[config.mk]
export PLATFORM = sky130hd
export DESIGN_NAME = dgcd_adj
export DESIGN_NICKNAME = d
export VERILOG_FILES = /design/src/assert_macros.svh /design/src/dgcd_pkg.sv /design/src/dgcd_ram.sv /design/src/dgcd_adj.sv
export SDC_FILE = /design/constraint.sdc
export NUM_CORES = 2
export LEC_CHECK = 0
export BUFFER_PORTS_ARGS = -buffer_cell sky130_fd_sc_hd__buf_2
export CAP_MARGIN = 20
export CELL_PAD_IN_SITES_DETAIL_PLACEMENT = 0
export CELL_PAD_IN_SITES_GLOBAL_PLACEMENT = 1
export CORE_UTILIZATION = 55
export CTS_CLUSTER_DIAMETER = 80
export CTS_CLUSTER_SIZE = 20
export DETAILED_ROUTE_END_ITERATION = 6
export GPL_TIMING_DRIVEN = 0
export PLACE_DENSITY = 0.85
export SYNTH_ARGS = -nofsm -noshare
export SYNTH_HDL_FRONTEND = slang
export SYNTH_HIERARCHICAL = 1
export SYNTH_SLANG_ARGS = --single-unit
[constraint.sdc]
create_clock -name clk -period 9.1 [get_ports clk]
set_input_delay 1.82 -clock clk [delete_from_list [all_inputs] [get_ports clk]]
set_output_delay 1.82 -clock clk [all_outputs]
set_load 0.02 [all_outputs]
[src/assert_macros.svh]
`ifndef ASSERT_MACROS_SVH
`define ASSERT_MACROS_SVH

// Check a property on every rising clock edge outside reset.
`define DGCD_ASSERT(label, prop, msg) \
  label: assert property (@(posedge clk) disable iff (rst) (prop)) else $error(msg);

// Check that a condition never holds outside reset.
`define DGCD_NEVER(label, cond, msg) \
  label: assert property (@(posedge clk) disable iff (rst) !(cond)) else $error(msg);

`endif

[src/dgcd_pkg.sv]
`timescale 1ns / 1ps
package dgcd_pkg;

  localparam int MAX_NODES = 64;
  localparam int NODE_W    = 6;
  localparam int CNT_W     = 7;
  localparam int STK_W     = NODE_W + CNT_W;

  localparam logic KIND_EDGE  = 1'b0;
  localparam logic KIND_CHECK = 1'b1;

  typedef struct packed {
    logic              kind;
    logic [NODE_W-1:0] from_node;
    logic [NODE_W-1:0] to_node;
  } in_item_t;

  typedef struct packed {
    logic cycle_found;
    logic edge_dropped;
  } result_t;

  typedef struct packed {
    logic                 rd_en;
    logic [NODE_W-1:0]    rd_addr;
    logic                 wr_en;
    logic [NODE_W-1:0]    wr_addr;
    logic [MAX_NODES-1:0] wr_data;
    logic                 clear;
  } adj_req_t;

  typedef struct packed {
    logic              we;
    logic [NODE_W-1:0] waddr;
    logic [STK_W-1:0]  wdata;
    logic              re;
    logic [NODE_W-1:0] raddr;
  } stk_req_t;

endpackage

[src/dgcd_ram.sv]
`timescale 1ns / 1ps
module dgcd_ram #(
  parameter int WIDTH = 8,
  parameter int DEPTH = 64
) (
  input  logic                     clk,
  input  logic                     we,
  input  logic [$clog2(DEPTH)-1:0] waddr,
  input  logic [WIDTH-1:0]         wdata,
  input  logic                     re,
  input  logic [$clog2(DEPTH)-1:0] raddr,
  output logic [WIDTH-1:0]         rdata
);

  logic [WIDTH-1:0] mem [DEPTH];

  always_ff @(posedge clk) begin
    if (we) begin
      mem[waddr] <= wdata;
    end
    if (re) begin
      rdata <= mem[raddr];
    end
  end

endmodule

[src/dgcd_adj.sv]
`timescale 1ns / 1ps
module dgcd_adj (
  input  logic                             clk,
  input  logic                             rst,
  input  dgcd_pkg::adj_req_t               req,
  output logic [dgcd_pkg::MAX_NODES-1:0]   rdata
);
  import dgcd_pkg::*;

  logic [MAX_NODES-1:0] row_valid;
  logic                 valid_q;
  logic [MAX_NODES-1:0] ram_q;

  dgcd_ram #(
    .WIDTH (MAX_NODES),
    .DEPTH (MAX_NODES)
  ) u_ram (
    .clk   (clk),
    .we    (req.wr_en),
    .waddr (req.wr_addr),
    .wdata (req.wr_data),
    .re    (req.rd_en),
    .raddr (req.rd_addr),
    .rdata (ram_q)
  );

  always_ff @(posedge clk) begin
    if (rst) begin
      row_valid <= '0;
      valid_q   <= 1'b0;
    end else begin
      if (req.clear) begin
        row_valid <= '0;
      end else if (req.wr_en) begin
        row_valid[req.wr_addr] <= 1'b1;
      end
      if (req.rd_en) begin
        valid_q <= row_valid[req.rd_addr];
      end
    end
  end

  // rows never written since the last clear read as empty
  assign rdata = valid_q ? ram_q : '0;

endmodule

## Word level (Yosys, flattened, before mapping)

Memory sizes are Yosys's and may differ from the RTL's. A register that Yosys moved wholly into a read port is not among the register bits.
Cells that the tools add are included.
W data, S select, Z words.

| cells by class | value |
|---|---|
| reduce and logical (&&, ||, !) cells | 2 |
| $lt $le $gt $ge | 3 |
| muxes and demuxes | 7 |
| bitwise logic cells | 1 |

Operators with widths:

| kind | count |
|---|---|
| $mux W64 | 1 |
| $or A64 B64 Y64 | 1 |
| $lt A6 B7 Y1 const B | 2 |
| $bmux W1 S6 | 1 |
| $demux W1 S6 | 1 |
| $ge A6 B1 Y1 const B | 1 |
| $mux W1 | 4 |
| $reduce_or A2 Y1 | 1 |
| $logic_and A1 B1 Y1 | 1 |

| storage, ports and cells | value |
|---|---|
| memories kept | 1 |
| bits in registers | 65 |
| bits in writable memories | 4096 |
| input port bits | 81 |

Memories:

| memory | words | bits a word | read ports | clocked after Yosys merged registers in | write ports | line | text |
|---|---|---|---|---|---|---|---|
| u_ram.mem | 64 | 64 | 1 | 1 | 1 | dgcd_ram.sv:15 | `logic [WIDTH-1:0] mem [DEPTH];` |

## Logic depth before layout (Yosys ltp)

| depth | value |
|---|---|
| depth in word-level cells | 5 |
| mapped depth | 9 |
| mapped depth without buffers | 5 |

## By module

The synthesis kept the hierarchy.

By module, submodules not included:

| module | seq. area each (um^2) | area each (um^2) | instances | cells an instance |
|---|---|---|---|---|
| dgcd_ram | 124919.8 | 156989.3 | 1 | 6598 |
| dgcd_adj | 1301.2 | 3134.3 | 1 | 367 |

## Worst setup path before layout

Ideal clock, no wire load.

| path | value |
|---|---|
| path type | input port to flip-flop |
| start | input req[68] (netlist name) |
| end | memory u_ram/mem[48][0] (netlist name), enable pin |
| data required time | 8.536 ns |
| stages on the path | 4 |
| library setup time | 0.564 ns |
| arrival time | 6.692 ns |
| setup slack | 1.844 ns |
| path buffers | 1 |
| path through | clkbuf_1 -> nor2b_1 -> nand4b_1 -> nor3_1 |

RTL lines:

| item | line | text |
|---|---|---|
| from (decl) | dgcd_adj.sv:5 | `input dgcd_pkg::adj_req_t req,` |
| to (decl) | dgcd_ram.sv:15 |  |

No word-level cell before the write port.

==> impl_metrics.yaml <==
outcome:
  status: "finished, violations left"
  violations: "design-rule violations"
synthesis:
  postSynthCellCount: 6965
  synthArstFlopShare_pct: 0
  seq_area_frac_synth_pct: 78.83
  synth-edff-count: 4160
  yosys.area.top_type: "edfxtp_1"
  synth_top_area_share_pct: 78.01
  synth_seq_cells: 4225
  ys_types: 44
  synth_area_mm2: 0.1601
  synth.avg_cell_area_um2: 22.99
  synth_flop_cell: "edfxtp_1"
  synth_warnings: 6
  synth_nets: 7046
  synth_area_leaders: "edfxtp_1 78%, mux4_2 15%, mux2i_1 0.84%"
clocking:
  postCtsHoldBufs: 0
  numCtsBuffers: 241
  cts_max_path_buffers: 4
  clk_pin_slew_worst_paths_ns: 0.08
  post_cts_buffers: 0
  cts_tree: "built"
  cts.sinks: 4225
  cts_resized: 0
  htreeDepth: 4
  root_buffer: "clkbuf_16"
  worstSkewPairLatency_ns: 0.98
finish:
  syn2layout_area_growth_pct: 10.94
  mostFrequentLayoutCell: "edfxtp_1"
  fin_cells: 11541
  final_cell_mix: "4160 x edfxtp_1, 1031 x mux4_2, 313 x buf_2, 242 x clkbuf_16, 201 x buf_12"
  final_nets: 7687
  fill_cells: 18780
  drive_gt1_share_pct: 26.45
grt:
  busiest_layer: "met2"
  grt_overflow: 0
  grtUsageMet2_pct: 45.38
  antenna_found_initial: 41
  met1_usage_pct: 39.01
  grt_max_degree: 65
  met3_usage_pct: 8.596
  grt_pass1_vias: 79208
  grt_pass1_wl_um: 598600
  track_usage_pct: 29.42
worst_setup_path:
  cp_common_cell: "clkbuf_1"
  start_kind: "primary input"
  path_cells: "buf_2, clkbuf_1, nand2_1, clkbuf_1, o22ai_1, a41oi_1, a211oi_1"
  cp.required_ns: 9.67
  crit_buf_inv: 3
  worstPathArrival_ns: 6.34
  cp_slowest_cell: "a211oi_1"
  cp_max_fo: 10
  startpoint: "req[76]"
  crit_type: "primary input to register"
  critPathMaxStageDelay_ns: 1.07
  crit_family: "compound AO/OA/AOI/OAI gates"
  crit_path_end_kind: "register"
  r2r_start: "u_ram/mem[55][31]"
routing:
  first_pass_iters: 7
  first_iter_violations: 13893
  wl_um: 432400
  ant_nets: 0
  vias: 80503
  drc_errors: 1
  wl_per_cell_um: 37.46
  vias_per_cell: 6.975
floorplanning:
  rows: 197
  die_area_mm2: 0.2933
  start_util_pct: 55.43
  die_x_um: 541.6
  coreArea_mm2: 0.2889
  io_pins: 145
  fp.dieH_um: 541.6
sta:
  period_share_pct: 63.46
  clock.fmax_mhz: 173.2
  worstMarginPinSlew_ns: 1.306
  grt_setup_unrepaired: "false"
  slew_headroom_pct: 12.92
  min_period_ns: 5.775
  slew_violations: 0
  hold_viol_final: 0
  setup_viol: 0
  skew_ns: 0.06159
pwr:
  vdd_drop_max_mv: 0.1789
  total_power_mw: 34.37
  p_per_area_mw_per_mm2: 193.5
  p_leak_nw: 54.83
placement:
  place.gp.congestion: 0.8690
  port-buffer-count: 142
  post-dp-hpwl_um: 286100
  placed_cells_incl_taps: 11188
min_path:
  hold_start: "row_valid[50]"
  hold_class: "register to register"
job:
  cap_violations: 0
-- registers in the layout (all words and copies together) (netlist names) --
signal,flops
u_ram/mem,4096
row_valid,64
u_ram/rdata,64
valid_q,1
-- final timing paths --
path | endpoint | slack [ns] | cells after the start
setup reg to reg | u_ram/rdata[31] | 6.11 | 5
hold / removal | row_valid[50] | 0.47 | 2
hold reg to reg | row_valid[50] | 0.47 | 2
setup / recovery | u_ram/rdata[3] | 3.33 | 7
-- power by group --
| part | leakage (nW) | switching, mW | total [mW] | internal (mW) |
|---|---|---|---|---|
| combinational | 13.7 | 1.43 | 2.17 | 0.742 |
| sequential | 38.0 | 0.0405 | 21.5 | 21.5 |
| clock | 3.08 | 5.90 | 10.7 | 4.75 |
-- worst register-to-register path, delay by kind of cell, from the launching register on --
family / cells / cell delay (ns)
compound gates: 3 / 1.59
mux: 2 / 0.69
flops: 1 / 0.37
-- stage by stage --
stage,TNS [ns],setup slack [ns],hold slack (ns),area (um2),utilization (%)
global placement,-1246.16,-4.719,0.4411,165700,57.36
finish,0,3.325,0.4712,177600,61.49
floorplan,0,1.844,0.4284,160100,-
global route,0,3.589,0.4924,177600,61.48
detailed placement,0,2.706,0.4496,170300,58.94
CTS,0,3.683,0.4715,176500,61.11
-- per-layer routing --
metal | wire [um] | vias up
met2 | 200900 | 6414
met1 | 145800 | 42146
li1 | - | 30798
met3 | 62150 | 1117
met5 | 180 | -
met4 | 23390 | 28
-- kinds of logic (layout without fill, tap and decap cells) --
kind of cell | after synthesis | after routing | synth area share [%]
DFF | 4225 | 4225 | 78.83
muxes | 1179 | 1179 | 15.48
AOI/OAI and AO/OA | 580 | 580 | 2.676
and+or+nand+nor | 564 | 564 | 1.768
buffers and inverters | 417 | 1084 | 1.245
other | 0 | 29 | 0
-- final cells by class --
cell class | instances | area, um2 | area share, %
flip-flops and latches | 4225 | 126200 | 71.06
multi-input cells | 2323 | 32390 | 18.23
clock buffers | 251 | 6090 | 3.428
repair buffers | 398 | 5802 | 3.266
well taps | 3880 | 4855 | 2.733
plain buffers | 395 | 1926 | 1.084
clock inverters | 18 | 202.7 | 0.1141
inverters | 22 | 82.58 | 0.04649
diodes | 29 | 72.57 | 0.04085
-- synthesized netlist by cell type, types with 2 or more instances --
cell / instances
mux2_2: 8
o221ai_1: 38
nand2b_1: 15
or2_2: 29
edfxtp_1: 4160
nand2_1: 67
mux4_2: 1031
buf_4: 35
buf_2: 170
and2_1: 67
nand3b_1: 3
o22ai_1: 87
nor2_1: 190
mux2i_1: 135
a22o_1: 88
nor2b_1: 34
o21ai_0: 2
and3_1: 65
a22oi_1: 170
buf_1: 21
mux4_1: 5
nor3_1: 10
a21oi_1: 60
nand4_1: 2
dfxtp_1: 65
buf_6: 9
a2bb2oi_1: 19
a41oi_1: 26
a31oi_1: 24
or3_1: 29
inv_1: 22
nand3_1: 47
clkbuf_1: 159
a211oi_1: 63
(Power assumes the default switching activity.)
