<file path="config.mk">
export PLATFORM = sky130hd
export DESIGN_NAME = dgcd_ram
export DESIGN_NICKNAME = d
export VERILOG_FILES = /design/src/assert_macros.svh /design/src/dgcd_ram.sv
export SDC_FILE = /design/constraint.sdc
export NUM_CORES = 1
export LEC_CHECK = 0
export BUFFER_PORTS_ARGS = -buffer_cell sky130_fd_sc_hd__buf_4
export CORE_MARGIN = 2
export CORE_UTILIZATION = 50
export DETAILED_ROUTE_END_ITERATION = 12
export PLACE_DENSITY = 0.7
export SYNTH_ARGS = -nofsm -noshare
export SYNTH_HDL_FRONTEND = slang
export SYNTH_SLANG_ARGS = --single-unit
</file>
<file path="constraint.sdc">
create_clock -name clk -period 2.1 [get_ports clk]
set_input_delay 0.42 -clock clk [delete_from_list [all_inputs] [get_ports clk]]
set_output_delay 0.42 -clock clk [all_outputs]
set_load 0.005 [all_outputs]
</file>
<file path="src/assert_macros.svh">
`ifndef ASSERT_MACROS_SVH
`define ASSERT_MACROS_SVH

// Check a property on every rising clock edge outside reset.
`define DGCD_ASSERT(label, prop, msg) \
  label: assert property (@(posedge clk) disable iff (rst) (prop)) else $error(msg);

// Check that a condition never holds outside reset.
`define DGCD_NEVER(label, cond, msg) \
  label: assert property (@(posedge clk) disable iff (rst) !(cond)) else $error(msg);

`endif

</file>
<file path="src/dgcd_ram.sv">
`timescale 1ns / 1ps
module dgcd_ram #(
  parameter int WIDTH = 8,
  parameter int DEPTH = 64
) (
  input  logic                     clk,
  input  logic                     we,
  input  logic [$clog2(DEPTH)-1:0] waddr,
  input  logic [WIDTH-1:0]         wdata,
  input  logic                     re,
  input  logic [$clog2(DEPTH)-1:0] raddr,
  output logic [WIDTH-1:0]         rdata
);

  logic [WIDTH-1:0] mem [DEPTH];

  always_ff @(posedge clk) begin
    if (we) begin
      mem[waddr] <= wdata;
    end
    if (re) begin
      rdata <= mem[raddr];
    end
  end

endmodule

</file>
After elaboration in Yosys (flattened, before gate mapping)
Memories as Yosys holds them, arrays and structs flattened. A register that Yosys moved wholly into a read port is not among the register bits.
Cells that the tools add are included.
- output and inout port bits: 8
- flip-flop bits (word level): 0
- input bits: 23
- memories: 1
- logic and storage cells: 3
- latch bits: 0
- bits in read-only memories: 0
- memory bits (writable): 512
- magnitude comparators: 0
- add/subtract/negate cells: 0
- bitwise gates (word level): 0
- div/mod/pow operators: 0
- reduce and logical (&&, ||, !) cells: 0
- multiplexer cells: 2
- equal/unequal tests: 0
- shifts and indexed selects: 0
- multiply operators: 0
- memory list (memory ; depth ; width ; read ports ; clocked after Yosys merged registers in ; wr ports ; line ; source):
    mem ; 64 ; 8 ; 1 ; 1 ; 1 ; dgcd_ram.sv:15 ; logic [WIDTH-1:0] mem [DEPTH];
- operator list (kind ; number):
    $mux 1 ; 2

Logic depth before layout (Yosys ltp)
Gate-level depths: netlist of the first run.
- depth in word-level cells: 2
- gate-level depth with buffers: 9
- depth with buffers taken out: 5

Worst setup path before layout of the first run
No wires, ideal clock.
- path kind: input port to flip-flop
- from: input port raddr[1]
- to: register rdata[3], read port of mem (data pin)
- required time: 1834 ps
- slack: -126 ps
- path buffers: 3
- setup time: 266 ps
- stages: 7
- arrival time: 1960 ps
- cells stage by stage: buf_4 buf_2 buf_2 mux4_2 mux4_2 o21ai_1 o41ai_1
- RTL lines (element ; line ; source):
    from (decl) ; dgcd_ram.sv:11 ; input logic [$clog2(DEPTH)-1:0] raddr,
    to (decl) ; dgcd_ram.sv:12 ; output logic [WIDTH-1:0] rdata

==> results.json, run 1 <==
{
  "dp.final_hpwl_um": 27820,
  "crit_required_ns": 2.41,
  "ys_ff_latch": 520,
  "fin_crit_sh_pct": 99.03,
  "synth_cell_types": 39,
  "drv_cap": 0,
  "antenna_found_initial": 0,
  "vias": 10100,
  "cp_max_fo": 1,
  "synth_area_um2": 20250,
  "tightest_slew_ns": 0.7053,
  "syn_nets": 963,
  "placementRows": 73,
  "crit_path_end_kind": "register",
  "htreeDepth": 2,
  "hp-class": "in -> reg",
  "cts_setup_buffers": 0,
  "synth_top_cell_area_share_pct": 77.12,
  "async_reset_ff_share_pct": 0,
  "finalClockSkew_ns": 0.01823,
  "crit_arrival_ns": 2.39,
  "hold_slack_ns": 0.1939,
  "cts_root_buf": "clkbuf_16",
  "die_w_um": 205.2,
  "cts-buffers-inserted": 49,
  "via_per_inst": 6.045,
  "fillers": 2849,
  "drtIter0Drc": 1134,
  "portBuffers": 30,
  "coreArea_um2": 39820,
  "yosys-top-cells-area": "edfxtp_1, mux4_2, nor2_1, mux2i_1, mux2_2",
  "setup_violations": 0,
  "first_pass_iters": 5,
  "die_h_um": 205.2,
  "yosysTopAreaCell": "edfxtp_1",
  "timing.final.max_slew_violations": 0,
  "grt_max_degree": 65,
  "avgSynthCellArea_um2": 21.54,
  "gp_congestion": 0.8339,
  "clk_path_buf_depth": 3,
  "syn_inst": 940,
  "area_delta_synth_final_pct": 17.30,
  "start_util_pct": 50.84,
  "reg2reg_slack_ns": 0.02,
  "startpoint": "mem[21][4]$_DFFE_PP_",
  "post_drt_wl_per_cell_um": 26.36,
  "worstSetupPathType": "reg -> reg",
  "worstSetupEndpoint": "rdata[4]$_DFFE_PP_",
  "routed_wl_um": 44030,
  "clock-sinks": 520,
  "antenna_cells": 0,
  "die_area_um2": 42120,
  "synth_warnings": 0,
  "synth_edf_count": 520,
  "reg2regPathDepth": 5,
  "synth_ff_type": "edfxtp_1",
  "insertion_delay_ns": 0.57,
  "cts_tree": "yes",
  "fin_nets": 1130,
  "hold_viol_final": 0,
  "hold_buffers": 0,
  "grt_pass1_vias": 10270,
  "status": "complete, no violations",
  "final_cell_mix": "edfxtp_1, buf_4, mux4_2",
  "startpoint_type": "register",
  "antenna_left": 0,
  "powerDensity_nw_per_um2": 929.3,
  "ir_drop_v": 0.0005151,
  "r2r_start": "mem[21][4]$_DFFE_PP_",
  "cts.clk_slew.worst_paths_ns": 0.06,
  "final_common_cell": "edfxtp_1",
  "seq_area_frac_synth_pct": 77.12,
  "overflow": 0,
  "r2r-end": "rdata[4]$_DFFE_PP_",
  "slew_headroom_pct": 52.54,
  "fmax_mhz": 480.9,
  "drive_above_1_share_pct": 33.45,
  "boundaryPins": 31,
  "grt_pass1_wl_um": 66020,
  "fin_crit_ns": 2.080,
  "post-route-util_pct": 59.64,
  "power.leakage_nw": 7.702,
  "drc": 0,
  "grt_usage_pct": 21.71
}
[sequential cells by signal, indices dropped and copies added (netlist names)]
signal	cells
mem	512
rdata	8
[worst max-delay path, stage by stage (launching register included)]
cell and delay [ns]:
edfxtp_1 0.37, mux4_2 0.48, mux2_2 0.29, o221a_2 0.30, nor3_4 0.26, o32ai_1 0.12
[synth_stat cells, types with 2 or more instances]
cell type,n
mux2i_1,23
nand3_1,13
nand2_1,19
o221a_2,2
buf_2,11
clkbuf_1,17
buf_6,4
o21a_1,2
o22ai_1,8
o21ai_0,2
a21oi_1,3
nand3b_1,3
nand4_1,2
mux4_2,126
o41ai_1,2
buf_12,2
edfxtp_1,520
buf_1,4
o2bb2ai_1,3
o2111ai_1,3
nor4_1,2
buf_4,13
nand2b_1,7
o21ai_1,2
a22oi_1,3
nor3_1,7
nor2_1,83
a211oi_1,4
a221oi_1,6
o32ai_1,2
nor2b_1,14
a2111oi_0,2
o221ai_1,8
mux2_2,13
[layer usage]
layer / track usage, % / part of all wire (%) / wire, µm
met3: 3.500 / 7.8 / 3417
met4: 6.629 / 2.7 / 1184
met5: 0 / 0 / 0
met1: 31.80 / 41 / 18230
met2: 34.13 / 48 / 21190
[timing repair]
| item | in CTS | in global routing |
|---|---|---|
| resized for setup | 4 | 1 |
| gates cloned | 0 | 0 |
| setup endpoints to repair | 2 | 1 |
[how the worst min path moves through the flow]
stage / end / from / cells past startpoint / slack, ns
floorplan: mem[0][0]$_DFFE_PP_ / wdata[0] / 0 / 0.52
global placement: rdata[3]$_DFFE_PP_ / re / 1 / 0.77
detailed placement: rdata[3]$_DFFE_PP_ / re / 1 / 0.76
CTS: rdata[2]$_DFFE_PP_ / re / 1 / 0.16
global route: rdata[2]$_DFFE_PP_ / re / 1 / 0.17
finish: rdata[2]$_DFFE_PP_ / re / 1 / 0.19
[report_power, final]
group / switching (mW) / total (mW) / internal, mW
Combinational: 0.660 / 1.17 / 0.506
Clock: 3.69 / 9.36 / 5.67
Sequential: 0.0323 / 11.5 / 11.5
Total: 4.39 / 22.1 / 17.7
[metrics by stage]
stage	setup WS, ns	setup TNS (ns)	instances	total power, mW	area (µm²)
detailed placement	-0.6994	-3.825	1581	12.93	22010
global placement	-0.6629	-3.601	1581	12.90	22010
global route	-0.01871	-0.01871	1670	22.71	23750
CTS	0.001160	0	1670	22.20	23750
finish	0.02040	0	1670	22.07	23750
floorplan	-0.005295	-0.02224	940	12.37	20280
[final cells by class]
cell class / instances / area [µm²] / area share [%]
clock buffers: 60 / 1310 / 5.516
repair buffers: 167 / 1423 / 5.990
clock inverters: 29 / 405.4 / 1.707
multi-input cells: 369 / 4339 / 18.27
flip-flops and latches: 520 / 15620 / 65.75
well taps: 525 / 656.9 / 2.766
[kinds of logic after synthesis]
kind of cell	share of synthesized area (%)
compound gates	2.064
buf+inv	1.563
mux	15.88
flops	77.12
simple gates	3.374
No activity file was read; power rests on OpenSTA's default activity.
==> run 2, diff against run 1 <==
==> constraint.sdc (replaced) <==
create_clock -name clk -period 1.75 [get_ports clk]
set_input_delay 0.35 -clock clk [delete_from_list [all_inputs] [get_ports clk]]
set_output_delay 0.35 -clock clk [all_outputs]
set_load 0.005 [all_outputs]
==> run 2 against run 1 <==
Effect of this change:
- the flow now finishes with violations (negative setup slack)
- design area is 2.4% higher
- first-iteration DRC count is 12% lower
- critical path depth stayed put
- register-to-register slack worse by 0.20 ns
- count of clock-buffer cells in the layout is 2 lower
- final cell count is 2.6% higher
- die area stayed put
==> results.json, run 2 (synthesis gave the netlist of run 1 again) <==
{
  "reg2reg_slack_ns": -0.18,
  "rsz0062_at_grt": "true",
  "fin_crit_ns": 1.930,
  "antenna_left": 0,
  "reg2regPathDepth": 5,
  "violations": "negative setup slack",
  "grt_pass1_vias": 10300,
  "pwr-share-seq_pct": 53.9,
  "startpoint_type": "register",
  "final_cell_mix": "edfxtp_1, buf_4, mux4_2",
  "holdPathEnd": "rdata[4]$_DFFE_PP_",
  "final_cell_area_um2": 24320,
  "largest_reg_flops": 512,
  "htreeDepth": 2,
  "cts-buffers-inserted": 50,
  "slew_headroom_pct": 53.10,
  "placementRows": 73,
  "timing.final.max_slew_violations": 0,
  "hold_slack_ns": 0.06125,
  "hold_viol_final": 0,
  "largestRegisters": "mem x512, rdata x8",
  "finalClockSkew_ns": 0.02296,
  "largest_register": "mem",
  "worstSetupPathType": "reg -> reg",
  "p_clk_share_pct": 40.1,
  "portBuffers": 30,
  "boundaryPins": 31,
  "powerDensity_nw_per_um2": 1058,
  "p_sw_share_pct": 20.65,
  "clock-sinks": 520,
  "hold_buffers": 0,
  "gp_congestion": 0.8235,
  "power.leakage_nw": 7.938,
  "tightest_slew_ns": 0.7034,
  "final_common_cell": "edfxtp_1",
  "overflow": 0,
  "status": "finished, violations left",
  "post-route-util_pct": 61.06,
  "r2r-end": "rdata[1]$_DFFE_PP_",
  "netSwitchingPower_mw": 5.311,
  "crit_required_ns": 2.09,
  "crit_path_end_kind": "register",
  "drc": 0,
  "hp-start": "re",
  "die_area_um2": 42120,
  "cts.clk_slew.worst_paths_ns": 0.06,
  "crit_arrival_ns": 2.27,
  "antenna_found_initial": 2,
  "start_util_pct": 50.84,
  "drv_cap": 0,
  "area_delta_synth_final_pct": 20.10,
  "cp_max_fo": 1,
  "fin_crit_sh_pct": 110.3,
  "post_drt_wl_per_cell_um": 26.17,
  "hold_path_depth": 1,
  "vias": 10210,
  "setup_ws_ns": -0.1798,
  "grt_max_degree": 65,
  "first_pass_iters": 5,
  "cts_root_buf": "clkbuf_16",
  "hp-class": "in -> reg",
  "comb_power_share_pct": 6.0,
  "clk_path_buf_depth": 3,
  "setup_violations": 8,
  "grt_usage_pct": 22.01,
  "drtIter0Drc": 994,
  "internal_power_mw": 20.40,
  "insertion_delay_ns": 0.59,
  "cts_tree": "yes",
  "fmax_mhz": 518.2,
  "dp.final_hpwl_um": 29080,
  "r2r_start": "mem[15][1]$_DFFE_PP_",
  "routed_wl_um": 44850,
  "coreArea_um2": 39820,
  "fin_nets": 1173,
  "grt_pass1_wl_um": 66330,
  "ir_drop_v": 0.0009963,
  "die_w_um": 205.2,
  "drive_above_1_share_pct": 38.33,
  "dpl_cell_area_um2": 22580,
  "die_h_um": 205.2,
  "via_per_inst": 5.957
}
[run 2: area by class of cell]
cell class	instances	area [µm²]
Sequential cell	520	15620
Multi-Input combinational cell	369	4547
Tap cell	525	656.9
Clock inverter	31	252.7
Fill cell	2790	15510
Timing Repair Buffer	209	1937
Clock buffer	58	1303
Antenna cell	2	5.005
[run 2: per-stage QoR]
| stage | power (mW) | setup TNS, ns | cells | worst slack [ns] |
|---|---|---|---|---|
| floorplan | 14.85 | -8.290 | 940 | -0.2853 |
| global placement | 15.58 | -6.541 | 1619 | -0.8384 |
| detailed placement | 15.61 | -6.658 | 1619 | -0.8683 |
| CTS | 25.84 | -1.046 | 1708 | -0.1794 |
| global route | 26.39 | -1.387 | 1713 | -0.2435 |
| finish | 25.72 | -1.078 | 1714 | -0.1798 |
[run 2: what timing repair did]
item / CTS / global route
gates resized for setup: 21 / 10
pin swaps: 8 / 1
endpoints found under the setup margin: 8 / 8
setup buffers: 0 / 4
[run 2: worst max-delay path, stage by stage, from the launching register on]
cell and delay (ns):
edfxtp_1 0.37, mux4_2 0.48, mux4_2 0.54, nor2_4 0.13, nor3_2 0.05, o2bb2ai_1 0.12
[run 2: layer usage]
layer  GRT usage (%)  wire, µm  vias up
met5               0         0        -
met4           9.353      1545        0
met3           4.403      3769       75
met2           32.58     20850      402
met1           32.36     18690     5373
li1                -         -     4361
[run 2: worst max path at each step]
stage	start	endpoint	slack [ns]
2_1_floorplan	raddr[0]	rdata[7]$_DFFE_PP_	-0.29
3_3_place_gp	raddr[0]	rdata[4]$_DFFE_PP_	-0.84
3_5_place_dp	raddr[0]	rdata[4]$_DFFE_PP_	-0.87
4_1_cts	mem[7][1]$_DFFE_PP_	rdata[1]$_DFFE_PP_	-0.18
5_1_grt	mem[7][1]$_DFFE_PP_	rdata[1]$_DFFE_PP_	-0.24
6_report	mem[15][1]$_DFFE_PP_	rdata[1]$_DFFE_PP_	-0.18
[run 2: power groups by stage]
| stage | registers [mW] | clock network (mW) | logic (mW) |
|---|---|---|---|
| floorplan | 14.1 | 0 | 0.756 |
| finish | 13.9 | 10.3 | 1.55 |
| detailed placement | 14.1 | 0 | 1.49 |
| global placement | 14.1 | 0 | 1.47 |
| global route | 13.9 | 10.9 | 1.65 |
| CTS | 13.9 | 10.5 | 1.53 |
