**src/assert_macros.svh**
```systemverilog
`ifndef ASSERT_MACROS_SVH
`define ASSERT_MACROS_SVH

// Check a property on every rising clock edge outside reset.
`define DGCD_ASSERT(label, prop, msg) \
  label: assert property (@(posedge clk) disable iff (rst) (prop)) else $error(msg);

// Check that a condition never holds outside reset.
`define DGCD_NEVER(label, cond, msg) \
  label: assert property (@(posedge clk) disable iff (rst) !(cond)) else $error(msg);

`endif

```
**src/dgcd_pkg.sv**
```systemverilog
`timescale 1ns / 1ps
package dgcd_pkg;

  localparam int MAX_NODES = 64;
  localparam int NODE_W    = 6;
  localparam int CNT_W     = 7;
  localparam int STK_W     = NODE_W + CNT_W;

  localparam logic KIND_EDGE  = 1'b0;
  localparam logic KIND_CHECK = 1'b1;

  typedef struct packed {
    logic              kind;
    logic [NODE_W-1:0] from_node;
    logic [NODE_W-1:0] to_node;
  } in_item_t;

  typedef struct packed {
    logic cycle_found;
    logic edge_dropped;
  } result_t;

  typedef struct packed {
    logic                 rd_en;
    logic [NODE_W-1:0]    rd_addr;
    logic                 wr_en;
    logic [NODE_W-1:0]    wr_addr;
    logic [MAX_NODES-1:0] wr_data;
    logic                 clear;
  } adj_req_t;

  typedef struct packed {
    logic              we;
    logic [NODE_W-1:0] waddr;
    logic [STK_W-1:0]  wdata;
    logic              re;
    logic [NODE_W-1:0] raddr;
  } stk_req_t;

endpackage

```
**src/dgcd_seq.sv**
```systemverilog
`timescale 1ns / 1ps
`include "assert_macros.svh"
module dgcd_seq (
  input  logic                           clk,
  input  logic                           rst,
  input  logic                           start,
  input  dgcd_pkg::in_item_t             item,
  output logic                           busy,
  output logic                           done,
  output dgcd_pkg::result_t              result,
  input  logic                           cfg_valid,
  output logic                           cfg_ready,
  input  logic [dgcd_pkg::CNT_W-1:0]     cfg_data,
  output dgcd_pkg::adj_req_t             adj_req,
  input  logic [dgcd_pkg::MAX_NODES-1:0] adj_rdata,
  output dgcd_pkg::stk_req_t             stk_req,
  input  logic [dgcd_pkg::STK_W-1:0]     stk_rdata
);
  import dgcd_pkg::*;

  typedef enum logic [2:0] {
    ST_IDLE,
    ST_EDGE,
    ST_START,
    ST_LOAD,
    ST_SCAN,
    ST_POPW
  } state_t;

  state_t               state;
  logic [CNT_W-1:0]     node_count;
  logic [CNT_W-1:0]     n_eff;
  logic                 dropped;
  logic [NODE_W-1:0]    from_q;
  logic [NODE_W-1:0]    to_q;
  logic [MAX_NODES-1:0] visited;
  logic [MAX_NODES-1:0] on_path;
  logic [MAX_NODES-1:0] row;
  logic [CNT_W-1:0]     start_node;
  logic [CNT_W-1:0]     depth;
  logic [NODE_W-1:0]    cur_u;
  logic [CNT_W-1:0]     cur_j;
  logic [NODE_W-1:0]    j_idx;
  logic [NODE_W-1:0]    s_idx;
  logic [CNT_W-1:0]     depth_m1;
  logic [CNT_W-1:0]     depth_m2;
  logic                 accept;
  logic                 edge_drop;
  logic                 in_search;
  logic [CNT_W-1:0]     path_len;

  assign n_eff     = (node_count > CNT_W'(MAX_NODES)) ? CNT_W'(MAX_NODES) : node_count;
  assign busy      = (state != ST_IDLE);
  assign cfg_ready = ~busy && !start;
  assign accept    = start && !busy;
  assign edge_drop = (CNT_W'(item.from_node) >= n_eff) || (CNT_W'(item.to_node) >= n_eff);
  assign j_idx     = cur_j[NODE_W-1:0];
  assign s_idx     = start_node[NODE_W-1:0];
  assign depth_m1  = depth - CNT_W'(1);
  assign depth_m2  = depth - CNT_W'(2);
  assign in_search = (state == ST_LOAD) || (state == ST_SCAN) || (state == ST_POPW);
  assign path_len  = CNT_W'($countones(on_path));

  always_comb begin
    adj_req = '0;
    stk_req = '0;
    unique case (state)
      ST_IDLE: begin
        adj_req.rd_en   = accept && (item.kind == KIND_EDGE) && !edge_drop;
        adj_req.rd_addr = item.from_node;
      end
      ST_EDGE: begin
        adj_req.wr_en   = 1'b1;
        adj_req.wr_addr = from_q;
        adj_req.wr_data = adj_rdata | ({{(MAX_NODES-1){1'b0}}, 1'b1} << to_q);
      end
      ST_START: begin
        adj_req.rd_en   = (start_node != n_eff) && !visited[s_idx];
        adj_req.rd_addr = s_idx;
        adj_req.clear   = (start_node == n_eff);
      end
      ST_LOAD: begin
      end
      ST_SCAN: begin
        if (cur_j >= n_eff) begin
          stk_req.re    = (depth != CNT_W'(1));
          stk_req.raddr = depth_m2[NODE_W-1:0];
        end else if (row[j_idx]) begin
          adj_req.clear   = on_path[j_idx];
          adj_req.rd_en   = !on_path[j_idx] && !visited[j_idx];
          adj_req.rd_addr = j_idx;
          stk_req.we      = !on_path[j_idx] && !visited[j_idx];
          stk_req.waddr   = depth_m1[NODE_W-1:0];
          stk_req.wdata   = {cur_u, cur_j + CNT_W'(1)};
        end
      end
      ST_POPW: begin
        adj_req.rd_en   = 1'b1;
        adj_req.rd_addr = stk_rdata[STK_W-1 -: NODE_W];
      end
      default: begin
      end
    endcase
  end

  always_ff @(posedge clk) begin
    if (rst) begin
      state      <= ST_IDLE;
      node_count <= CNT_W'(MAX_NODES);
      dropped    <= 1'b0;
      done       <= 1'b0;
      visited    <= '0;
      on_path    <= '0;
      depth      <= '0;
      start_node <= '0;
    end else begin
      done <= 1'b0;
      if (cfg_valid && cfg_ready) begin
        node_count <= cfg_data;
      end
      unique case (state)
        ST_IDLE: begin
          if (accept) begin
            if (item.kind == KIND_EDGE) begin
              from_q <= item.from_node;
              to_q   <= item.to_node;
              if (edge_drop) begin
                dropped <= 1'b1;
              end else begin
                state <= ST_EDGE;
              end
            end else begin
              visited    <= '0;
              on_path    <= '0;
              depth      <= '0;
              start_node <= '0;
              state      <= ST_START;
            end
          end
        end
        ST_EDGE: begin
          state <= ST_IDLE;
        end
        ST_START: begin
          if (start_node == n_eff) begin
            done                <= 1'b1;
            result.cycle_found  <= 1'b0;
            result.edge_dropped <= dropped;
            dropped             <= 1'b0;
            state               <= ST_IDLE;
          end else if (visited[s_idx]) begin
            start_node <= start_node + CNT_W'(1);
          end else begin
            visited[s_idx] <= 1'b1;
            on_path[s_idx] <= 1'b1;
            cur_u          <= s_idx;
            cur_j          <= '0;
            depth          <= CNT_W'(1);
            state          <= ST_LOAD;
          end
        end
        ST_LOAD: begin
          row   <= adj_rdata;
          state <= ST_SCAN;
        end
        ST_SCAN: begin
          if (cur_j >= n_eff) begin
            on_path[cur_u] <= 1'b0;
            depth          <= depth_m1;
            if (depth == CNT_W'(1)) begin
              start_node <= start_node + CNT_W'(1);
              state      <= ST_START;
            end else begin
              state <= ST_POPW;
            end
          end else if (!row[j_idx]) begin
            cur_j <= cur_j + CNT_W'(1);
          end else if (on_path[j_idx]) begin
            done                <= 1'b1;
            result.cycle_found  <= 1'b1;
            result.edge_dropped <= dropped;
            dropped             <= 1'b0;
            depth               <= '0;
            state               <= ST_IDLE;
          end else if (visited[j_idx]) begin
            cur_j <= cur_j + CNT_W'(1);
          end else begin
            visited[j_idx] <= 1'b1;
            on_path[j_idx] <= 1'b1;
            cur_u          <= j_idx;
            cur_j          <= '0;
            depth          <= depth + CNT_W'(1);
            state          <= ST_LOAD;
          end
        end
        ST_POPW: begin
          cur_u <= stk_rdata[STK_W-1 -: NODE_W];
          cur_j <= stk_rdata[CNT_W-1:0];
          state <= ST_LOAD;
        end
        default: begin
          state <= ST_IDLE;
        end
      endcase
    end
  end

  `DGCD_ASSERT(a_done_idle, done |-> (state == ST_IDLE), "result strobe outside idle")
  `DGCD_ASSERT(a_depth_bound, depth <= n_eff, "path deeper than node count")
  `DGCD_ASSERT(a_path_count, in_search |-> (path_len == depth), "path marks disagree with depth")
  `DGCD_NEVER(a_cfg_busy, cfg_valid && cfg_ready && busy, "config transfer during search")

endmodule

```
**config.mk**
```make
export PLATFORM = sky130hd
export DESIGN_NAME = dgcd_seq
export DESIGN_NICKNAME = d
export VERILOG_FILES = /design/src/dgcd_pkg.sv /design/src/dgcd_seq.sv
export VERILOG_INCLUDE_DIRS = /design/src /design/src/src
export SDC_FILE = /design/constraint.sdc
export NUM_CORES = 1
export LEC_CHECK = 0
export ABC_AREA = 1
export BUFFER_PORTS_ARGS = -buffer_cell sky130_fd_sc_hd__buf_4
export CORE_ASPECT_RATIO = 1.25
export CORE_UTILIZATION = 25
export DETAILED_ROUTE_END_ITERATION = 16
export PLACE_DENSITY = 0.4
export SLEW_MARGIN = 20
export SYNTH_ARGS = -nofsm -noshare
export SYNTH_HDL_FRONTEND = slang
export SYNTH_SLANG_ARGS = --single-unit
```
**constraint.sdc**
```tcl
create_clock -name clk -period 10.3 [get_ports clk]
set_input_delay 0 -clock clk [delete_from_list [all_inputs] [get_ports clk]]
set_output_delay 0 -clock clk [all_outputs]
set_load 0.02 [all_outputs]
```
# After elaboration in Yosys (flattened, before gate mapping)
# Index checks and enable logic that the tools add are counted.
# word_totals
out_inout_bits,111
wordCells,204
regBits,245
# op_classes
n_shift,1
n_reduce_logical,33
eq_ne,31
n_lt_le_gt_ge,10
n_bitwise,10
mux,99
add_sub_neg,5
# ops
cell,count
$mux W64,14
$pmux W64 S3,2
$or A64 B64 Y64,5
$mux W7,22
$mux W71,1
$and A64 B64 Y64,1
$not A64 Y64,1
$shl A1 B6 Y64 const A,1
$pmux W7 S3,3
$mux W20,2
$mux W6,6
$mux W3,10
$pmux W7 S4,1
$mux W27,1
$bmux W1 S6,4
$reduce_and A8 Y1,3
$ne A2 B2 Y1 const B,11
$add A7 B1 Y7 const B,3
$lt A6 B7 Y1 const B,3
$mux W1,20
$demux W1 S6,3
$ge A6 B1 Y1 const B,3
$pmux W6 S3,1
$pmux W3 S5,1
other kinds (34),67

# Logic depth before layout (Yosys ltp)
# Gate-level depths: netlist of the first run.
# depth
depth_word,10
ltp_mapped,21
depth_no_buf,18

# Least setup slack after synthesis of the first run
# No wires, ideal clock.
# synth_timing
path_kind,register to register
from,register state[2]
to,register row[0] (enable)
n_path_buf,0
arrival_time_ps,3197
path_stages_with_launch,4
period_less_slack_ps,3683
slack_ps,6617
path_cell_list,dfxtp_1 -> inv_1 -> nand3_1 -> nor2_1
# synth_between
elab_chain_cells,2
# synth_rtl
item,line,source
start: declaration,dgcd_seq.sv:30,state_t state;
start signal: assignment,dgcd_seq.sv:108,state <= ST_IDLE;
start signal: assignment,dgcd_seq.sv:130,state <= ST_EDGE;
start signal: assignment,dgcd_seq.sv:137,state <= ST_START;
$eq A3 B2 Y1,dgcd_seq.sv:121,unique case (state)
$reduce_and A2 Y1 (no source line),-,
end signal: assignment,dgcd_seq.sv:163,row <= adj_rdata;
end: declaration,dgcd_seq.sv:38,logic [MAX_NODES-1:0] row;
# No other way between the ends.
# A chain may end at the register's enable or synchronous reset.

# Final worst setup path of the first run
# layout_timing
from,register node_count[6]
to,register visited[20]
# layout_between
elab_chain_cells,5
word_cells_on_any_way,7
# layout_rtl
item,line,source
start: declaration,dgcd_seq.sv:31,logic [CNT_W-1:0] node_count;
start signal: assignment,dgcd_seq.sv:109,node_count <= CNT_W'(MAX_NODES);
start signal: assignment,dgcd_seq.sv:119,node_count <= cfg_data;
$gt A7 B7 Y1,dgcd_seq.sv:52,assign n_eff = (node_count > CNT_W'(MAX_NODES)) ? CNT_W'(MAX_NODES) : node_count;
$mux W7 *,dgcd_seq.sv:52,
$ge A7 B7 Y1 or $eq A7 B7 Y1 (tied branches),"dgcd_seq.sv:167, dgcd_seq.sv:145",
$ne A2 B2 Y1 (no source line),-,
$reduce_and A9 Y1 (no source line) *,-,
end signal: assignment,dgcd_seq.sv:112,visited <= '0;
end signal: indexed assignment,dgcd_seq.sv:154,visited[s_idx] <= 1'b1;
end signal: indexed assignment,dgcd_seq.sv:188,visited[j_idx] <= 1'b1;
end: declaration,dgcd_seq.sv:36,logic [MAX_NODES-1:0] visited;
# Every way passes the cells marked *; elsewhere a longest branch is shown, timed or not.

==> results of run 1 <==
-- state kept, by name, indices dropped and copies added (netlist names) --
register / count
visited: 64
done: 1
depth: 7
dropped: 1
on_path: 64
cur_j: 7
from_q: 6
to_q: 6
node_count: 7
state: 3
result: 2
start_node: 7
cur_u: 6
row: 64
-- power breakdown --
part | total (uW) | switching [uW] | internal (uW)
clock | 1190 | 489 | 705
sequential | 1400 | 198 | 1200
combinational | 2460 | 1740 | 723
-- per-stage QoR --
stage / std cells / instance area [um2] / setup slack, ns / hold slack, ns
6_report: 4105 / 22260 / 4.889 / 0.06828
5_1_grt: 4104 / 22260 / 4.487 / 0.07645
4_1_cts: 4104 / 22250 / 4.901 / 0.1469
3_5_place_dp: 3934 / 20040 / 4.998 / 0.1894
3_3_place_gp: 3934 / 20040 / 5.119 / 0.1893
2_1_floorplan: 2921 / 17780 / 6.617 / 0.06907
-- kinds of logic after synthesis --
logic type                 share of synthesized area [%]
buffers and inverters                              10.88
DFF                                                32.71
adders and majority gates                          1.900
AOI/OAI and AO/OA                                  18.53
and+or+nand+nor                                    35.24
xor gates and xnor gates                          0.7389
-- area by class of cell --
class                      instances  area (um2)
clock inverter                     5       28.78
fill                            7748       47600
tap                              935        1170
timing repair buffer             364        3025
multi-input combinational       2217       10080
sequential                       245        5817
inverter                         285        1074
antenna                            1       2.502
clock buffer                      53        1060
-- per-layer routing --
metal	vias up	GRT usage [%]
met4	0	13.39
met3	191	2.396
met1	9582	27.15
met5	-	0
li1	9942	-
met2	759	43.23
-- cells in the final DEF, fill, tap and decap left out, types with 4 or more instances in the layout --
cell | Yosys | final
a21oi_1 | 304 | 304
a31oi_1 | 9 | 9
buf_4 | 12 | 251
clkbuf_1 | 87 | 8
clkbuf_16 | 0 | 37
clkbuf_8 | 0 | 7
clkinv_2 | 0 | 5
dfxtp_1 | 154 | 153
dlygate4sd3_1 | 0 | 112
edfxtp_1 | 91 | 91
ha_1 | 27 | 27
inv_1 | 276 | 274
inv_2 | 7 | 6
nand2_1 | 952 | 952
nand3_1 | 166 | 166
nand3_2 | 10 | 10
nand4_1 | 42 | 42
nor2_1 | 335 | 330
nor2_2 | 2 | 4
nor2_4 | 3 | 6
nor3_1 | 25 | 22
nor3_2 | 5 | 8
o2111ai_1 | 7 | 7
o21ai_0 | 249 | 248
o21ai_1 | 22 | 22
o221ai_1 | 7 | 7
o22ai_1 | 21 | 21
xnor2_1 | 5 | 5
xor2_1 | 10 | 10
-- worst max-delay path, delay by kind of cell (launching register included) --
family / cells / cell delay [ns]
buf+inv: 3 / 0.97
flops: 1 / 0.53
compound gates: 3 / 0.36
fa+ha+maj: 1 / 0.31
simple gates: 10 / 3.03
-- worst min-delay path by stage --
| stage | endpoint | cells past startpoint | start |
|---|---|---|---|
| after global placement | row[1] | 1 | adj_rdata[1] |
| after detailed placement | row[37] | 1 | adj_rdata[37] |
| after CTS | row[9] | 2 | adj_rdata[9] |
| final | to_q[5] | 3 | start |
| after global routing | to_q[1] | 3 | start |
| after floorplan | node_count[0] | 1 | rst |
==> flow_summary.toml, run 1 <==
[cells_and_area]
fin_util_pct = 31.86
area_delta_synth_final_pct = 25.20
final_nets = 3275
drive_above_1_share_pct = 10.92

[sta]
hold_violations = 0
fin_skew_ns = 0.02525
fin_crit_sh_pct = 52.53
rsz0062_at_grt = "no"
fmaxAchievable_ghz = 0.1848
slew_headroom_pct = 17.68
finalSetupViolCount = 0
slew_viol_final = 0
tightest_slew_ns = 1.228
fin_setup_tns_ns = 0
fin_crit_ns = 5.411

[routing]
via_per_inst = 4.988
dr.pass1.iters = 7
postRouteAntennaNets = 0
routed-wl-met2_mm = 44.29
dr_total_vias = 20470
dr.first_iter.drc_count = 1722
wire_per_inst_um = 21.29
drc = 0
met3_length_mm = 4.289
wl_mm = 87.40
routed.top_layer = "met4"
wl_met1_mm = 33.69

[global_routing]
grt.overflow.total = 0
grt_pass1_wl_mm = 128.4
antenna_found_initial = 0
grt_pass1_vias = 20240
grt_max_degree = 147
track_usage_pct = 23.89

[setup_path]
worstPathCellList = "nand2_1, nand2_1, ha_1, a21oi_1, o21ai_0, nand4_1, nand2_1, nor2_1, inv_2, buf_4, nand2_1, nand2_1, nor2_4, buf_4, nand2_2, nand2_2, o22ai_1"
worstRegToRegCells = 17
rr_endpoint = "visited[20]"
end_kind = "register"
slowest_delay_ns = 0.61
crit_required_ns = 10.72
cp_slowest_cell = "nand2_1"
reg2reg_slack_ns = 4.89
worstSetupEndpoint = "visited[20]"
crit_arrival_ns = 5.83
crit_type = "reg -> reg"
timing.rr.start = "node_count[6]"
path_common_cell = "nand2_1"
crit_fanout = 68
start_kind = "register"
critPathLaunch = "node_count[6]"

[yosys]
synth-main-ff-cell = "dfxtp_1"
yosysMostFrequentCell = "nand2_1"
yosysUniqueCellTypes = 40
yosysTopAreaCellShare_pct = 20.10
yosys_warnings = 0
syn_area_um2 = 17780
synth-edff-count = 91
synth_area_leaders = "nand2_1, dfxtp_1, edfxtp_1"
ys_ff_latch = 245
netlist_top_cells_count = "nand2_1, nor2_1, a21oi_1"
syn-instance-count = 2921
ys_seq_area_share_pct = 32.71
synth_area_per_cell_um2 = 6.086
synth_nets = 3049
synthArstFlopShare_pct = 0
synth_top_cell_by_area = "nand2_1"

[clocking]
htreeDepth = 2
cts_sinks = 245
cts_resized = 0
tritoncts = "done"
hold_buffers = 112
clkLatencyLatePin_ns = 0.56
numCtsBuffers = 34
cts_root_buf = "clkbuf_16"
cts_post_setup_buffers_inserted = 0
path_clk_slew_ns = 0.06
clockBufferDepth = 3

[floorplanning]
die-height_um = 300.1
initial_core_util_pct = 25.45
die_area_um2 = 72190
core_area_um2 = 69860
num_io_pins = 212
rows = 108
die_w_um = 240.5

[power_and_ir_drop]
p_total_uw = 5055
p_leak_uw = 0.009314
power_density_nw_per_um2 = 227.1
peakVddDrop_mv = 0.1227

[placement]
gp_congestion = 0.8972
hpwlAfterDp_mm = 61.48
io_buffers = 211

[run]
max_cap_viol_count = 0

[run_status]
status = "finished, final reports clean"

[worst_hold_path]
hold_class = "in -> reg"
Note: power is estimated with default switching activity, not from simulation.
==> run 2: changes to the inputs <==
==> constraint.sdc (replaced) <==
create_clock -name clk -period 5 [get_ports clk]
set_input_delay 0 -clock clk [delete_from_list [all_inputs] [get_ports clk]]
set_output_delay 0 -clock clk [all_outputs]
set_load 0.02 [all_outputs]
==> flow_summary.toml, run 2 (synthesized netlist as in run 1, its figures left out) <==
[cells_and_area]
fillers = 7755
fin_util_pct = 32.07
area_delta_synth_final_pct = 26.00
final_cell_mix = "nand2_1, nor2_1, a21oi_1, inv_1, buf_4"
final_nets = 3294
final_common_cell = "nand2_1"
drive_above_1_share_pct = 11.46
n_antenna_cell = 0
largest_registers = "on_path: 64 flops, row: 64 flops, visited: 64 flops"
design_area_um2 = 22400
instances_no_fill = 4121

[routing]
drc = 0
dr.pass1.iters = 5
postRouteAntennaNets = 0
dr_total_vias = 20480
via_per_inst = 4.969
wire_per_inst_um = 21.00
wl_mm = 86.56
dr.first_iter.drc_count = 1386

[global_routing]
track_usage_pct = 23.57
grt.overflow.total = 0
antenna_found_initial = 0
grt_pass1_wl_mm = 126.9
grt_max_degree = 147
grt_pass1_vias = 20040

[clocking]
clkLatencyLatePin_ns = 0.56
numCtsBuffers = 34
tritoncts = "done"
cts_post_setup_buffers_inserted = 0
htreeDepth = 2
path_clk_slew_ns = 0.06
cts_root_buf = "clkbuf_16"
cts_sinks = 245
clockBufferDepth = 3

[power_and_ir_drop]
peakVddDrop_mv = 0.2472
p_total_uw = 10400
power_density_nw_per_um2 = 464.0
p_leak_uw = 0.009409

[sta]
fin_crit_sh_pct = 88.99
slew_viol_final = 0
finalSetupViolCount = 0
rsz0062_at_grt = "no"
fin_skew_ns = 0.01864
slew_headroom_pct = 27.72
hold_violations = 0
tightest_slew_ns = 1.083
fin_setup_tns_ns = 0
fmaxAchievable_ghz = 0.2247
fin_crit_ns = 4.449

[placement]
dpl_cell_area_um2 = 20240
gp_congestion = 0.9002
hpwlAfterDp_mm = 62.20
place_inst = 3955
io_buffers = 211

[floorplanning]
initial_core_util_pct = 25.45
die_area_um2 = 72190
die_w_um = 240.5
rows = 108
core_area_um2 = 69860
die-height_um = 300.1
num_io_pins = 212

[setup_path]
end_kind = "primary output"
crit_type = "reg -> out"
crit_fanout = 18
crit_arrival_ns = 4.45
crit_required_ns = 5.00
start_kind = "register"

[worst_hold_path]
hold_class = "in -> reg"

[run_status]
status = "finished, final reports clean"

[run]
max_cap_viol_count = 0
run 2: cell types whose count changed in the layout (fill, tap and decap cells not counted), sizes merged:
cell	previous run	this run
buf	252	273
diode	1	0
dlygate4sd3	112	110
bufinv	0	2
clkinv	8	11
inv	282	284
clkbuf	53	44
run 2: metal layers:
layer  wire length (um)  GRT usage, %
met2              43740         42.45
met3               4511         3.250
met1              32840         26.06
met4               5465         14.12
met5                  0             0
run 2: per-stage QoR:
step,hold slack [ns],worst slack (ns)
floorplan,0.06907,1.317
global placement,0.1899,0.9497
detailed placement,0.1920,0.9866
CTS,0.1497,0.5176
global route,0.06554,0.1783
finish,0.03073,0.5506
run 2: power by group:
part | internal [uW] | switching, uW | total (uW)
registers | 2470 | 471 | 2940
clock network | 1420 | 997 | 2420
logic | 1540 | 3490 | 5040
total | 5430 | 4960 | 10400
run 2: layout make-up:
class,instances,area [um2],share of cell area [%]
multi-input cells,2217,10090,45.03
flip-flops and latches,245,5817,25.97
clock buffers,44,939.7,4.195
clock inverters,12,112.6,0.5027
well taps,935,1170,5.222
repair buffers,383,3201,14.29
inverters,285,1074,4.792
run 2: worst paths after layout:
path	startpoint	to	slack, ns	cells after the start
max	node_count[2]	stk_req[13]	0.55	15
max reg2reg	node_count[2]	visited[22]	0.92	17
min	start	to_q[1]	0.03	3
min reg2reg	dropped	result[0]	0.45	0
run 2: critical path: stages (launching register included):
cell     delay [ns]
dfxtp_1        0.35
nor2_1         0.11
nand3_1        0.09
nand2_1        0.29
nand2_1        0.25
ha_1           0.37
a21oi_1        0.15
o21ai_0        0.11
nand4_1        0.09
nand2_1        0.05
nor2_1         0.28
inv_2          0.09
a21oi_2        0.38
nand2_1        0.67
nor2_1         0.40
buf_4          0.20
run 2: repair_timing:
item / CTS / global route
resized for setup: 0 / 0
endpoints found under the hold margin: 102 / 0
hold buffers: 110 / 0
setup endpoints to repair: 0 / 0
